File: src/rtl/core/bdgn_pkg.sv
// ----------------------------------------------------------------------------
// bdgn_pkg
// Shared types, constants and helper functions of the box decoder with
// greedy non-maximum suppression.
// ----------------------------------------------------------------------------
package bdgn_pkg;

   // Default sizes of the candidate store and of the detection list.
   localparam int CAPACITY_DEF = 1024;
   localparam int MAX_OUT_DEF  = 64;

   // Depth of the queue between the front and back parts.
   localparam int QUEUE_DEPTH = 4;

   // Field widths.
   localparam int COORD_W = 24;
   localparam int CONF_W  = 16;
   localparam int SCORE_W = 16;
   localparam int DIM_W   = 12;
   localparam int DET_W   = 7;
   // A clamped box edge lies in 0 .. 4095 * 1024, so extents fit 22 bits.
   localparam int EXT_W   = 22;
   localparam int AREA_W  = 2 * EXT_W;
   localparam int CSR_AW  = 3;
   localparam int CSR_DW  = 16;

   // Register reset values.
   localparam logic [SCORE_W-1:0] SCORE_THR_RST   = 16'd32768;
   localparam logic [SCORE_W-1:0] OVERLAP_THR_RST = 16'd29491;
   localparam logic [DET_W-1:0]   MAX_DET_RST     = 7'd10;
   localparam logic [DIM_W-1:0]   IMAGE_DIM_RST   = 12'd320;

   // Register indexes of the configuration port.
   typedef enum logic [CSR_AW-1:0] {
      CSR_SCORE_THR   = 3'd0,
      CSR_OVERLAP_THR = 3'd1,
      CSR_MAX_DET     = 3'd2,
      CSR_IMAGE_W     = 3'd3,
      CSR_IMAGE_H     = 3'd4
   } csr_index_type;

   // Configuration seen by the front and back parts.
   typedef struct packed {
      logic [SCORE_W-1:0] score_thr;
      logic [SCORE_W-1:0] overlap_thr;
      logic [DET_W-1:0]   max_det;
      logic [DIM_W-1:0]   image_w;
      logic [DIM_W-1:0]   image_h;
   } cfg_type;

   // One decoded box with its score, as held in the candidate store.
   typedef struct packed {
      logic signed [COORD_W-1:0] x1;
      logic signed [COORD_W-1:0] y1;
      logic signed [COORD_W-1:0] x2;
      logic signed [COORD_W-1:0] y2;
      logic [SCORE_W-1:0]        score;
   } box_type;

   // One queue entry: a box to store and/or the end of a frame.
   typedef struct packed {
      logic    keep;
      logic    last_anchor;
      box_type box;
   } cand_type;

   // Sequencer states of the back part.
   typedef enum logic [4:0] {
      ST_IDLE,
      ST_INS_CHK,
      ST_INS_CMP,
      ST_INS_PUT,
      ST_N_SCAN,
      ST_N_LOAD,
      ST_N_PUSH,
      ST_N_TAKE,
      ST_N_AREA,
      ST_N_JRD,
      ST_N_J1,
      ST_N_J2,
      ST_N_J3,
      ST_N_J4,
      ST_N_J5,
      ST_N_END,
      ST_N_FINAL,
      ST_N_EMPTY
   } state_type;

   // Confidence in Q0.16: a value near 0..1 is taken as a probability,
   // anything else as a logit through a piecewise linear sigmoid.
   function automatic logic [SCORE_W-1:0] conf_of(input logic signed [CONF_W-1:0] raw);
      logic [CONF_W:0]   mag;
      logic [CONF_W+1:0] y;
      logic [CONF_W+1:0] r;
      logic [SCORE_W-1:0] res;
      if (raw >= -16'sd2 && raw <= 16'sd258) begin
         if (raw < 0) begin
            res = '0;
         end else if (raw >= 16'sd256) begin
            res = '1;
         end else begin
            res = {raw[7:0], 8'h00};
         end
      end else begin
         mag = raw[CONF_W-1] ? (CONF_W+1)'(-$signed({raw[CONF_W-1], raw}))
                             : {1'b0, raw};
         if (mag < 17'd256) begin
            y = {1'b0, mag} * 18'd64 + 18'd32768;
         end else if (mag < 17'd608) begin
            y = {1'b0, mag} * 18'd32 + 18'd40960;
         end else if (mag < 17'd1280) begin
            y = {1'b0, mag} * 18'd8 + 18'd55296;
         end else begin
            y = 18'd65536;
         end
         r = raw[CONF_W-1] ? 18'd65536 - y : y;
         res = (r > 18'd65535) ? '1 : r[SCORE_W-1:0];
      end
      return res;
   endfunction

endpackage

File: src/rtl/core/bdgn_queue.sv
// ----------------------------------------------------------------------------
// bdgn_queue
// Short first-in first-out queue of decoded candidates between the front
// and back parts.
// ----------------------------------------------------------------------------
module bdgn_queue
   import bdgn_pkg::*;
#(
   parameter int DEPTH = QUEUE_DEPTH
) (
   input  logic     clock,
   input  logic     reset,
   input  logic     push,
   input  cand_type push_data,
   output logic     full,
   input  logic     pop,
   output logic     empty,
   output cand_type head
);

   localparam int PW = (DEPTH > 1) ? $clog2(DEPTH) : 1;
   localparam int CW = $clog2(DEPTH + 1);

   cand_type        slot_ff [DEPTH];
   logic [PW-1:0]   wr_ptr_ff, wr_ptr_in;
   logic [PW-1:0]   rd_ptr_ff, rd_ptr_in;
   logic [CW-1:0]   cnt_ff, cnt_in;

   assign full  = (cnt_ff == CW'(DEPTH));
   assign empty = (cnt_ff == '0);
   assign head  = slot_ff[rd_ptr_ff];

   // Pointer and fill count update.
   always_comb begin
      wr_ptr_in = wr_ptr_ff;
      rd_ptr_in = rd_ptr_ff;
      cnt_in    = cnt_ff;
      if (push) begin
         wr_ptr_in = (wr_ptr_ff == PW'(DEPTH - 1)) ? '0 : wr_ptr_ff + 1'b1;
      end
      if (pop) begin
         rd_ptr_in = (rd_ptr_ff == PW'(DEPTH - 1)) ? '0 : rd_ptr_ff + 1'b1;
      end
      if (push && !pop) begin
         cnt_in = cnt_ff + 1'b1;
      end else if (pop && !push) begin
         cnt_in = cnt_ff - 1'b1;
      end
   end

   always_ff @(posedge clock) begin
      if (reset) begin
         wr_ptr_ff <= '0;
         rd_ptr_ff <= '0;
         cnt_ff    <= '0;
      end else begin
         wr_ptr_ff <= wr_ptr_in;
         rd_ptr_ff <= rd_ptr_in;
         cnt_ff    <= cnt_in;
      end
   end

   // Entry storage.
   always_ff @(posedge clock) begin
      if (push) begin
         slot_ff[wr_ptr_ff] <= push_data;
      end
   end

endmodule

File: config.mk
export PLATFORM = sky130hd
export DESIGN_NAME = bdgn_queue
export DESIGN_NICKNAME = d
export VERILOG_FILES = /design/src/rtl/core/bdgn_pkg.sv /design/src/rtl/core/bdgn_queue.sv
export SDC_FILE = /design/constraint.sdc
export NUM_CORES = 1
export LEC_CHECK = 0
export BUFFER_PORTS_ARGS = -buffer_cell sky130_fd_sc_hd__buf_2
export CAP_MARGIN = 20
export CORE_UTILIZATION = 35
export CTS_CLUSTER_DIAMETER = 200
export CTS_CLUSTER_SIZE = 8
export DETAILED_ROUTE_END_ITERATION = 16
export PLACE_DENSITY_LB_ADDON = 0.2
export SLEW_MARGIN = 10
export SYNTH_ARGS = -nofsm -noshare
export SYNTH_HDL_FRONTEND = slang
export SYNTH_SLANG_ARGS = --single-unit
File: constraint.sdc
create_clock -name clock -period 3.52 [get_ports clock]
set_input_delay 0.176 -clock clock [delete_from_list [all_inputs] [get_ports clock]]
set_output_delay 0.176 -clock clock [all_outputs]
set_load 0.01 [all_outputs]
==> out/qor.yml <==
outcome: "completed"
yosysTopAreaCellShare: 0.810
grt_pass1_wl_um: 53700
h-tree-depth: 3
worst_setup_path_end_kind: "output pin"
critPathKind: "reg -> out"
die-area_sq_mm: 0.0492
start_util: 0.355
first_pass_iters: 4
fmax_mhz: 377
syn_area_sq_mm: 0.0169
arrival_ps: 2470
worstReg2RegStart: "wr_ptr_ff[0]"
period_minus_slack_ps: 2650
fin_hold_ws_ps: 357
synth.avg_cell_area_sq_um: 26.4
min_to: "slot_ff[0][43]"
synth_warnings: 0
whs_path_depth: 2
grt_overflow_total: 0
cts_buffers: 68
grt_max_degree: 69
grtUsageTotal: 0.146
insertion_delay_ps: 570
hold_viol: 0
drive_above_1_share: 0.418
antenna_left: 0
seq_area_frac_synth: 0.821
fp.dieW_um: 222
ctsRootBufferMaster: "clkbuf_16"
dpl.hpwl_um: 19500
ys_top_cells_by_count: "456 x edfxtp_1, 114 x mux4_2, 13 x buf_2"
die_y_um: 222
ir_drop_mv: 0.322
drc: 0
r2r_slack_ps: 1540
synth_top_area_cell: "edfxtp_1"
ys_ff_latch: 465
cp-start-kind: "flop"
routed_via_density: 4.83
required_ps: 3340
finClkSkew_ps: 8.23
final_nets: 1176
ios: 234
cts.sinks: 465
synth_edf_count: 456
rr_worst_depth: 3
synth_flop_cell: "edfxtp_1"
cts_tree: "built"
r2r-end: "slot_ff[3][84]"
drv_cap: 0
final_cells: 1679
layout_setup_ws_ps: 870
synthArstFlopShare: 0
dp_cells: 1479
slew_headroom: 0.488
wl_um: 34900
fin_crit_sh: 0.753
wl_per_cell_um: 20.8
path_max_fanout: 29
row_count: 80
syn2layout_area_growth_pct: 29.8
synthTopCellsByArea: "edfxtp_1 81%, mux4_2 15%, dfxtp_1 1.1%"
synth.most_common_cell: "edfxtp_1"
hold_path_startpoint: "push_data[43]"
antenna_found_initial: 3
gp_congestion: 0.689
grt_pass1_vias: 8925
hold_path.class: "in -> reg"
dpl_worst_slack_ps: 1360
p_leak_nw: 7.47
setup_viol: 0
numPortBuffers: 233
cts.repair.resized: 0
vias: 8104
yosysUniqueCellTypes: 19
worst_slew_pin_slew_ps: 768
clk_path_buf_depth: 3
tns_ps: 0
totalPowerFinal_mw: 13.3
initialDrtViolationCount: 470
fp.coreArea_sq_mm: 0.0476
syn_nets: 765
synthCells: 640
clk_pin_slew_ps: 50
finalMaxSlewViolations: 0
cellPowerDensity_mw_per_mm2: 607
grt_setup_unrepaired: "no"
layout by cell type, fill, tap and decap left out, drive strengths merged, types with 2 or more instances in the layout:
| cell | Yosys | final |
|---|---|---|
| dlygate4sd3 | 0 | 117 |
| dfxtp | 9 | 9 |
| clkbuf | 5 | 80 |
| xor2 | 2 | 2 |
| inv | 4 | 4 |
| and2 | 4 | 4 |
| edfxtp | 456 | 456 |
| a21oi | 2 | 2 |
| nor2 | 7 | 7 |
| buf | 21 | 250 |
| mux4 | 114 | 114 |
| diode | 0 | 2 |
| mux2i | 4 | 4 |
| nor3b | 2 | 2 |
| ha | 6 | 6 |
stage by stage:
step	instance area, sq um	utilization
after floorplan	16900	-
after global placement	18900	0.397
after detailed placement	18900	0.397
after CTS	21900	0.460
after global routing	21900	0.461
final	21900	0.461
logic make-up (layout without fill, tap and decap cells):
logic type               after synthesis  after routing  share of synthesized area
adder cells (fa/ha/maj)                7              7                    0.00563
AO/OA/AOI/OAI                          3              3                   0.000888
AND/OR/NAND/NOR                       15             15                    0.00459
multiplexers                         118            118                      0.154
flip-flops                           465            465                      0.821
buffers and inverters                 30            452                     0.0127
other                                  0              2                          0
XOR/XNOR                               2              2                    0.00104
where the power goes:
part | total (mW) | internal [mW] | switching, mW | leakage [nW]
logic | 1.13 | 0.550 | 0.576 | 2.29
registers | 6.44 | 6.36 | 0.0803 | 4.26
clock network | 5.76 | 3.63 | 2.13 | 0.912
cell type report:
cell class | count | area (sq um)
Clock buffer | 80 | 1850
Multi-Input combinational cell | 145 | 2820
Inverter | 4 | 15.0
Antenna cell | 2 | 5.00
Fill cell | 4027 | 25700
Clock inverter | 1 | 8.76
Sequential cell | 465 | 13900
Timing Repair Buffer | 367 | 2590
Tap cell | 615 | 769
worst max-delay path: stages, from the launching register on:
cell,delay [ps]
dfxtp_4,770
buf_4,410
mux4_2,550
buf_2,160
sequential cells by signal, indices dropped and copies added, names as in the netlist, named ones only:
signal,cells
rd_ptr_ff,2
slot_ff,456
wr_ptr_ff,2
cnt_ff,3
worst max path at each step:
stage	slack, ps	endpoint	startpoint
after floorplan	1120	slot_ff[3][0]	wr_ptr_ff[0]
after global placement	1370	head[24]	flop
after detailed placement	1360	head[24]	flop
after CTS	730	head[24]	flop
after global routing	660	head[62]	flop
final	870	head[46]	flop
per-layer routing:
metal / global-route usage / vias up / wire length, um
li1: - / 3580 / -
met3: 0.0400 / 56 / 2010
met2: 0.223 / 239 / 16400
met5: 0 / - / 13
met4: 0.0560 / 2 / 738
met1: 0.198 / 4227 / 15700
what timing repair did:
action / 4_1_cts / 5_1_grt
hold buffers: 117 / 0
setup buffers: 0 / 0
hold endpoints to repair: 465 / 0
(Power assumes the default switching activity.)
