`src/rtl/core/bdgn_pkg.sv`:
```
// ----------------------------------------------------------------------------
// bdgn_pkg
// Shared types, constants and helper functions of the box decoder with
// greedy non-maximum suppression.
// ----------------------------------------------------------------------------
package bdgn_pkg;

   // Default sizes of the candidate store and of the detection list.
   localparam int CAPACITY_DEF = 1024;
   localparam int MAX_OUT_DEF  = 64;

   // Depth of the queue between the front and back parts.
   localparam int QUEUE_DEPTH = 4;

   // Field widths.
   localparam int COORD_W = 24;
   localparam int CONF_W  = 16;
   localparam int SCORE_W = 16;
   localparam int DIM_W   = 12;
   localparam int DET_W   = 7;
   // A clamped box edge lies in 0 .. 4095 * 1024, so extents fit 22 bits.
   localparam int EXT_W   = 22;
   localparam int AREA_W  = 2 * EXT_W;
   localparam int CSR_AW  = 3;
   localparam int CSR_DW  = 16;

   // Register reset values.
   localparam logic [SCORE_W-1:0] SCORE_THR_RST   = 16'd32768;
   localparam logic [SCORE_W-1:0] OVERLAP_THR_RST = 16'd29491;
   localparam logic [DET_W-1:0]   MAX_DET_RST     = 7'd10;
   localparam logic [DIM_W-1:0]   IMAGE_DIM_RST   = 12'd320;

   // Register indexes of the configuration port.
   typedef enum logic [CSR_AW-1:0] {
      CSR_SCORE_THR   = 3'd0,
      CSR_OVERLAP_THR = 3'd1,
      CSR_MAX_DET     = 3'd2,
      CSR_IMAGE_W     = 3'd3,
      CSR_IMAGE_H     = 3'd4
   } csr_index_type;

   // Configuration seen by the front and back parts.
   typedef struct packed {
      logic [SCORE_W-1:0] score_thr;
      logic [SCORE_W-1:0] overlap_thr;
      logic [DET_W-1:0]   max_det;
      logic [DIM_W-1:0]   image_w;
      logic [DIM_W-1:0]   image_h;
   } cfg_type;

   // One decoded box with its score, as held in the candidate store.
   typedef struct packed {
      logic signed [COORD_W-1:0] x1;
      logic signed [COORD_W-1:0] y1;
      logic signed [COORD_W-1:0] x2;
      logic signed [COORD_W-1:0] y2;
      logic [SCORE_W-1:0]        score;
   } box_type;

   // One queue entry: a box to store and/or the end of a frame.
   typedef struct packed {
      logic    keep;
      logic    last_anchor;
      box_type box;
   } cand_type;

   // Sequencer states of the back part.
   typedef enum logic [4:0] {
      ST_IDLE,
      ST_INS_CHK,
      ST_INS_CMP,
      ST_INS_PUT,
      ST_N_SCAN,
      ST_N_LOAD,
      ST_N_PUSH,
      ST_N_TAKE,
      ST_N_AREA,
      ST_N_JRD,
      ST_N_J1,
      ST_N_J2,
      ST_N_J3,
      ST_N_J4,
      ST_N_J5,
      ST_N_END,
      ST_N_FINAL,
      ST_N_EMPTY
   } state_type;

   // Confidence in Q0.16: a value near 0..1 is taken as a probability,
   // anything else as a logit through a piecewise linear sigmoid.
   function automatic logic [SCORE_W-1:0] conf_of(input logic signed [CONF_W-1:0] raw);
      logic [CONF_W:0]   mag;
      logic [CONF_W+1:0] y;
      logic [CONF_W+1:0] r;
      logic [SCORE_W-1:0] res;
      if (raw >= -16'sd2 && raw <= 16'sd258) begin
         if (raw < 0) begin
            res = '0;
         end else if (raw >= 16'sd256) begin
            res = '1;
         end else begin
            res = {raw[7:0], 8'h00};
         end
      end else begin
         mag = raw[CONF_W-1] ? (CONF_W+1)'(-$signed({raw[CONF_W-1], raw}))
                             : {1'b0, raw};
         if (mag < 17'd256) begin
            y = {1'b0, mag} * 18'd64 + 18'd32768;
         end else if (mag < 17'd608) begin
            y = {1'b0, mag} * 18'd32 + 18'd40960;
         end else if (mag < 17'd1280) begin
            y = {1'b0, mag} * 18'd8 + 18'd55296;
         end else begin
            y = 18'd65536;
         end
         r = raw[CONF_W-1] ? 18'd65536 - y : y;
         res = (r > 18'd65535) ? '1 : r[SCORE_W-1:0];
      end
      return res;
   endfunction

endpackage

```
`src/rtl/core/bdgn_front.sv`:
```
// ----------------------------------------------------------------------------
// bdgn_front
// Accepts anchor requests, computes the confidence, scales normalized
// boxes, decodes and clamps them, and queues the survivors.
// ----------------------------------------------------------------------------
module bdgn_front
   import bdgn_pkg::*;
(
   input  logic                      clock,
   input  logic                      reset,
   input  cfg_type                   cfg,
   input  logic                      req_valid,
   output logic                      req_stall,
   input  logic signed [COORD_W-1:0] req_anchor_a0,
   input  logic signed [COORD_W-1:0] req_anchor_a1,
   input  logic signed [COORD_W-1:0] req_anchor_a2,
   input  logic signed [COORD_W-1:0] req_anchor_a3,
   input  logic signed [CONF_W-1:0]  req_confidence_raw,
   input  logic                      req_final_anchor,
   input  logic                      q_full,
   output logic                      q_push,
   output cand_type                  q_data
);

   localparam int DW = COORD_W + 2;

   logic                      s1_v_ff;
   logic signed [COORD_W-1:0] s1_a_ff [4];
   logic [SCORE_W-1:0]        s1_conf_ff;
   logic                      s1_last_ff;

   logic                      s2_v_ff;
   logic signed [COORD_W-1:0] s2_a_ff [4];
   logic [SCORE_W-1:0]        s2_conf_ff;
   logic                      s2_keep_ff;
   logic                      s2_last_ff;

   logic                      norm;
   logic signed [COORD_W-1:0] scaled [4];
   logic                      s1_free, s2_free, s2_drop;
   logic                      req_take;

   logic signed [DW-1:0]      wq, hq;
   logic signed [DW-1:0]      ctr [4];
   logic signed [DW-1:0]      crn [4];
   logic signed [DW-1:0]      ctr_c [4];
   logic signed [DW-1:0]      crn_c [4];
   logic                      ctr_ok, crn_ok;

   // Stage one: register the request with its confidence.
   assign req_take  = req_valid && s1_free;
   assign req_stall = !s1_free;

   always_ff @(posedge clock) begin
      if (reset) begin
         s1_v_ff <= 1'b0;
      end else if (s1_free) begin
         s1_v_ff <= req_valid;
      end
   end

   always_ff @(posedge clock) begin
      if (req_take) begin
         s1_a_ff[0] <= req_anchor_a0;
         s1_a_ff[1] <= req_anchor_a1;
         s1_a_ff[2] <= req_anchor_a2;
         s1_a_ff[3] <= req_anchor_a3;
         s1_conf_ff <= conf_of(req_confidence_raw);
         s1_last_ff <= req_final_anchor;
      end
   end

   // A box whose four values all lie in 0 .. 1.5 is scaled to pixels.
   always_comb begin
      logic [DIM_W-1:0]          dim;
      logic [COORD_W-2:0]        prod;
      norm = 1'b1;
      for (int k = 0; k < 4; k++) begin
         if (s1_a_ff[k] < 0 || s1_a_ff[k] > 24'sd1536) begin
            norm = 1'b0;
         end
      end
      for (int k = 0; k < 4; k++) begin
         dim  = (k % 2 == 0) ? cfg.image_w : cfg.image_h;
         prod = (COORD_W-1)'(s1_a_ff[k][10:0] * dim);
         scaled[k] = norm ? $signed({1'b0, prod}) : s1_a_ff[k];
      end
   end

   // Stage two: register scaled values and the threshold decision.
   assign s1_free = !s1_v_ff || s2_free;

   always_ff @(posedge clock) begin
      if (reset) begin
         s2_v_ff <= 1'b0;
      end else if (s2_free) begin
         s2_v_ff <= s1_v_ff;
      end
   end

   always_ff @(posedge clock) begin
      if (s1_v_ff && s2_free) begin
         for (int k = 0; k < 4; k++) begin
            s2_a_ff[k] <= scaled[k];
         end
         s2_conf_ff <= s1_conf_ff;
         s2_keep_ff <= (s1_conf_ff >= cfg.score_thr);
         s2_last_ff <= s1_last_ff;
      end
   end

   // Decode center form, clamp to the image, and fall back to corner form.
   always_comb begin
      wq = $signed(DW'({cfg.image_w, 10'b0}));
      hq = $signed(DW'({cfg.image_h, 10'b0}));
      ctr[0] = ((DW'(s2_a_ff[0]) <<< 1) - DW'(s2_a_ff[2])) >>> 1;
      ctr[1] = ((DW'(s2_a_ff[1]) <<< 1) - DW'(s2_a_ff[3])) >>> 1;
      ctr[2] = ((DW'(s2_a_ff[0]) <<< 1) + DW'(s2_a_ff[2])) >>> 1;
      ctr[3] = ((DW'(s2_a_ff[1]) <<< 1) + DW'(s2_a_ff[3])) >>> 1;
      for (int k = 0; k < 4; k++) begin
         crn[k] = DW'(s2_a_ff[k]);
      end
      ctr_c[0] = (ctr[0] < 0) ? '0 : ctr[0];
      ctr_c[1] = (ctr[1] < 0) ? '0 : ctr[1];
      ctr_c[2] = (ctr[2] > wq) ? wq : ctr[2];
      ctr_c[3] = (ctr[3] > hq) ? hq : ctr[3];
      crn_c[0] = (crn[0] < 0) ? '0 : crn[0];
      crn_c[1] = (crn[1] < 0) ? '0 : crn[1];
      crn_c[2] = (crn[2] > wq) ? wq : crn[2];
      crn_c[3] = (crn[3] > hq) ? hq : crn[3];
      ctr_ok = (ctr_c[2] > ctr_c[0]) && (ctr_c[3] > ctr_c[1]);
      crn_ok = (crn_c[2] > crn_c[0]) && (crn_c[3] > crn_c[1]);

      q_data.keep        = s2_keep_ff && (ctr_ok || crn_ok);
      q_data.last_anchor = s2_last_ff;
      q_data.box.score   = s2_conf_ff;
      if (ctr_ok) begin
         q_data.box.x1 = COORD_W'(ctr_c[0]);
         q_data.box.y1 = COORD_W'(ctr_c[1]);
         q_data.box.x2 = COORD_W'(ctr_c[2]);
         q_data.box.y2 = COORD_W'(ctr_c[3]);
      end else begin
         q_data.box.x1 = COORD_W'(crn_c[0]);
         q_data.box.y1 = COORD_W'(crn_c[1]);
         q_data.box.x2 = COORD_W'(crn_c[2]);
         q_data.box.y2 = COORD_W'(crn_c[3]);
      end
   end

   // A request with no box and no frame end is simply dropped.
   assign s2_drop = !q_data.keep && !s2_last_ff;
   assign q_push  = s2_v_ff && !s2_drop && !q_full;
   assign s2_free = !s2_v_ff || s2_drop || !q_full;

endmodule

```
`config.mk`:
```
export PLATFORM = sky130hd
export DESIGN_NAME = bdgn_front
export DESIGN_NICKNAME = d
export VERILOG_FILES = /design/src/rtl/core/bdgn_pkg.sv /design/src/rtl/core/bdgn_front.sv
export SDC_FILE = /design/constraint.sdc
export NUM_CORES = 2
export LEC_CHECK = 0
export BUFFER_PORTS_ARGS = -buffer_cell sky130_fd_sc_hd__buf_2
export CORE_MARGIN = 10
export CORE_UTILIZATION = 63
export DETAILED_ROUTE_END_ITERATION = 10
export GPL_TIMING_DRIVEN = 0
export PLACE_DENSITY = 0.83
export SLEW_MARGIN = 5
export SYNTH_ARGS = -nofsm -noshare
export SYNTH_HDL_FRONTEND = slang
export SYNTH_SLANG_ARGS = --single-unit
```
`constraint.sdc`:
```
create_clock -name clock -period 15.66 [get_ports clock]
set_clock_uncertainty 0.2 [all_clocks]
set_input_delay 0.783 -clock clock [delete_from_list [all_inputs] [get_ports clock]]
set_output_delay 0.783 -clock clock [all_outputs]
set_load 0.05 [all_outputs]
```
==> results.txt <==
----------------------------------------------------
[Synthesis]
  Proportion of synthesized chip area in sequential cells ... about 18%
  Ranking of synthesized cells by area ... fa_1 19%, edfxtp_1 18%, ha_1 17%
  Post-synthesis sequential element count ... ~230
  Main flop type after synthesis ... edfxtp_1
  Number of warnings reported in the yosys synthesis log ... 0
  Net count after synthesis ... around 5300
  Area fraction of the dominant cell type after synthesis ... about 19%
  Synth area leader ... fa_1
  Mean post-synth cell area ... 8.794 um^2
  FFs w/ async S/R, synth ... 0%
  Instance count of the mapped netlist ... roughly 4200
  Syn Std Cell Area ... about 37000 um^2
  Cell variety after synth ... 94
  Number of enable-type register cells in the synthesized netlist ... approximately 220

[Cells and area]
  Post-layout instance area ... 40750 um^2
  Fraction of final layout cells with drive strength greater than 1 ... under 10%
  Commonest non-fill, non-tap cell in the layout ... nand2_1
  Commonest cells after routing, fill and taps aside ... 572 x nand2_1, 569 x inv_1, 504 x ha_1
  Layout overhead on the synthesized area ... 9.123%
  NumNets Final ... 5594

[Hold path]
  Hold Crit Class ... primary input to flip-flop
  Number of cells on the worst hold path ... 1

[Worst setup path]
  CP max stage delay ... approximately 920 ps
  Crit path from ... s2_a_ff[3][3]$_DFFE_PP_
  Critical R2R Capture ... s1_a_ff[2][15]$_DFFE_PP_
  Worst Reg-to-Reg Cells ... 37
  Cell mode on critical path ... nand2_1
  Endpoint of the worst setup timing path ... q_data[73]
  Maximum fanout along the worst path ... 10
  Source of the worst register-to-register timing path ... s2_a_ff[3][3]$_DFFE_PP_
  Arrival time worst endpoint ... 10770 ps
  Data required time at the worst endpoint ... 14680 ps
  Critical-path top delay cell ... a2111oi_0
  CP Launch Type ... flip-flop
  Path type of the worst setup path ... flip-flop to output pin
  Setup slack, reg-to-reg ... 4970 ps
  CP Capture Type ... output pin

[Outcome]
  Outcome ... finished, final reports clean

[Route]
  Violation count after the first detailed-routing iteration ... roughly 3500
  Vias per inst ... roughly 6.1
  Drt first pass iters ... 6
  Overall routed net length ... around 120000 um
  Post-detailed-route wirelength per cell ... ~22 um
  Via Count ... 32900
  Antenna violation net count after detailed routing ... 0
  Post-detailed-route DRC marker count ... 0

[GRT]
  Initial antenna violation count ... 16
  Total global routing overflow ... 0
  Via count of the first global-routing pass ... ~33000
  Wire length of the first global-routing pass ... ~180000 um
  Largest net degree at the start of global routing ... 33
  Global-route usage over all layers ... 33.30%

[Placed design]
  Port Buffer Count ... between 200 and 300
  Cell area after placement ... ~40000 um^2
  GP Congestion ... around 1
  HPWL after detailed placement ... 97340 um
  Post-Place Setup Slack ... between 4000 and 5000 ps

[Timing]
  Share of the clock period used by the worst path after layout ... between 70% and 80%
  Post-route minimum period ... 11750 ps
  Worst slew pin tran ... ~1300 ps
  Top achievable clock speed ... around 0.085 GHz
  Number of slew-limit violations in the final report ... 0
  RSZ-0062 raised after global routing ... no
  Final Worst Setup Slack ... 3907 ps
  Slew margin rel. ... roughly an eighth
  Count of final setup violators ... 0
  Number of hold violations in the final report ... 0

[Die]
  Placeable core region ... between 50000 and 60000 um^2
  Width of the die ... between 200 and 300 um
  Row count ... a little under 90
  I/O pins ... between 200 and 300
  Die H ... about 260 um
  Die Footprint ... around 70000 um^2
  Effective utilization at floorplan ... 63.40%

[Power]
  Power Dens Cells ... approximately 120 nW/um^2
  Worst ir drop on vdd ... ~0.10 mV
  Post-route total power ... around 4.8 mW
  Reported leakage power ... ~20 nW

[Clocking]
  Clock transition at the registers of the reported paths ... around 60 ps
  Clk sinks ... ~230
  Worst-skew pair later-pin latency ... 590 ps
  Num CTS Buffers ... 27
  Clock tree from TritonCTS ... done
  Cell chosen for the clock root ... clkbuf_16
  Deepest level of the CTS H-tree ... 1
  CTS Hold Bufs ... 0
  Post-CTS setup buffer count ... 0
  Cells resized by post-CTS repair ... 0
  Number of buffers between clock root and the deepest sink ... 3

[Run]
  Max-capacitance violation count ... 0

----------------------------------------------------
-- state kept, by name, summed over array words and instances, names as in the netlist --
register    cells
s2_v_ff         1
s1_a_ff        96
s2_last_ff      1
s1_conf_ff     14
s1_last_ff      1
s2_conf_ff     14
s2_a_ff        96
s2_keep_ff      1
s1_v_ff         1
-- per-layer routing --
layer	track usage, %	wire length [um]	part of all wire, %	vias up
li1	-	-	-	14950
met1	44.12	46790	39	15800
met2	51.16	51080	43	1815
met3	8.440	15050	13	320
met4	13.90	5714	4.8	16
met5	0	67	0.056	-
-- synth_stat cells (all sizes together) (63+ instances only) --
| cell | count |
|---|---|
| a21o | 96 |
| a21oi | 175 |
| and2 | 225 |
| clkbuf | 164 |
| edfxtp | 223 |
| fa | 360 |
| ha | 504 |
| inv | 570 |
| mux2 | 63 |
| nand2 | 572 |
| nand2b | 79 |
| nor2 | 179 |
| nor3 | 64 |
| o21ai | 180 |
| xnor2 | 96 |
-- worst max-delay path, delay by kind of cell, from the launching register on --
family / cells / cell delay, ps
XOR/XNOR: 1 / 170
buffers and inverters: 8 / 2530
flip-flops: 1 / 440
adder cells (fa/ha/maj): 3 / 890
AO/OA/AOI/OAI: 8 / 2230
multiplexers: 2 / 610
AND/OR/NAND/NOR: 16 / 3280
-- where the power goes --
group	internal [mW]	switching [mW]
combinational	1.36	2.01
sequential	0.711	0.0491
clock	0.367	0.276
total	2.44	2.34
-- worst min path at each step --
stage,startpoint,endpoint,slack (ps)
3_3_place_gp,s1_last_ff$_DFFE_PP_,s2_last_ff$_DFFE_PP_,200
4_1_cts,req_anchor_a2[21],s1_a_ff[2][21]$_DFFE_PP_,150
6_report,req_anchor_a0[12],s1_a_ff[0][12]$_DFFE_PP_,160
5_1_grt,req_anchor_a2[0],s1_a_ff[2][0]$_DFFE_PP_,150
3_5_place_dp,s1_last_ff$_DFFE_PP_,s2_last_ff$_DFFE_PP_,220
2_1_floorplan,s1_last_ff$_DFFE_PP_,s2_last_ff$_DFFE_PP_,200
-- per-stage QoR --
| step | utilization [%] | setup TNS [ps] | hold WS [ps] | cells |
|---|---|---|---|---|
| final | 69.18 | 0 | 161.1 | 5353 |
| after CTS | 69.14 | 0 | 147.2 | 5343 |
| after global placement | 67.30 | -412210 | 204.4 | 5286 |
| after detailed placement | 67.64 | 0 | 222.0 | 5294 |
| after floorplan | - | 0 | 200.3 | 4247 |
| after global routing | 69.17 | 0 | 152.7 | 5349 |
-- layout make-up --
cell class                 count  area [um^2]
clock buffer                  29        683.2
multi-input combinational   3252        27660
timing repair buffer         274         1506
inverter                     572         2147
tap                          773        967.2
sequential                   225         6736
buffer                       198        829.5
clock inverter                20        198.9
fill                        4628        18150
antenna                       10        25.02
-- kinds of logic (layout without fill, tap and decap cells) --
kind of cell,count (synthesis),after routing,share of synthesized area [%]
AND/OR/NAND/NOR,1389,1389,18.16
adder cells (fa/ha/maj),864,864,36.18
buffers and inverters,770,1093,7.970
AO/OA/AOI/OAI,753,753,13.22
flip-flops,225,225,18.04
XOR/XNOR,128,128,3.022
multiplexers,118,118,3.407
other,0,10,0
Note: power is estimated with default switching activity, not from simulation.
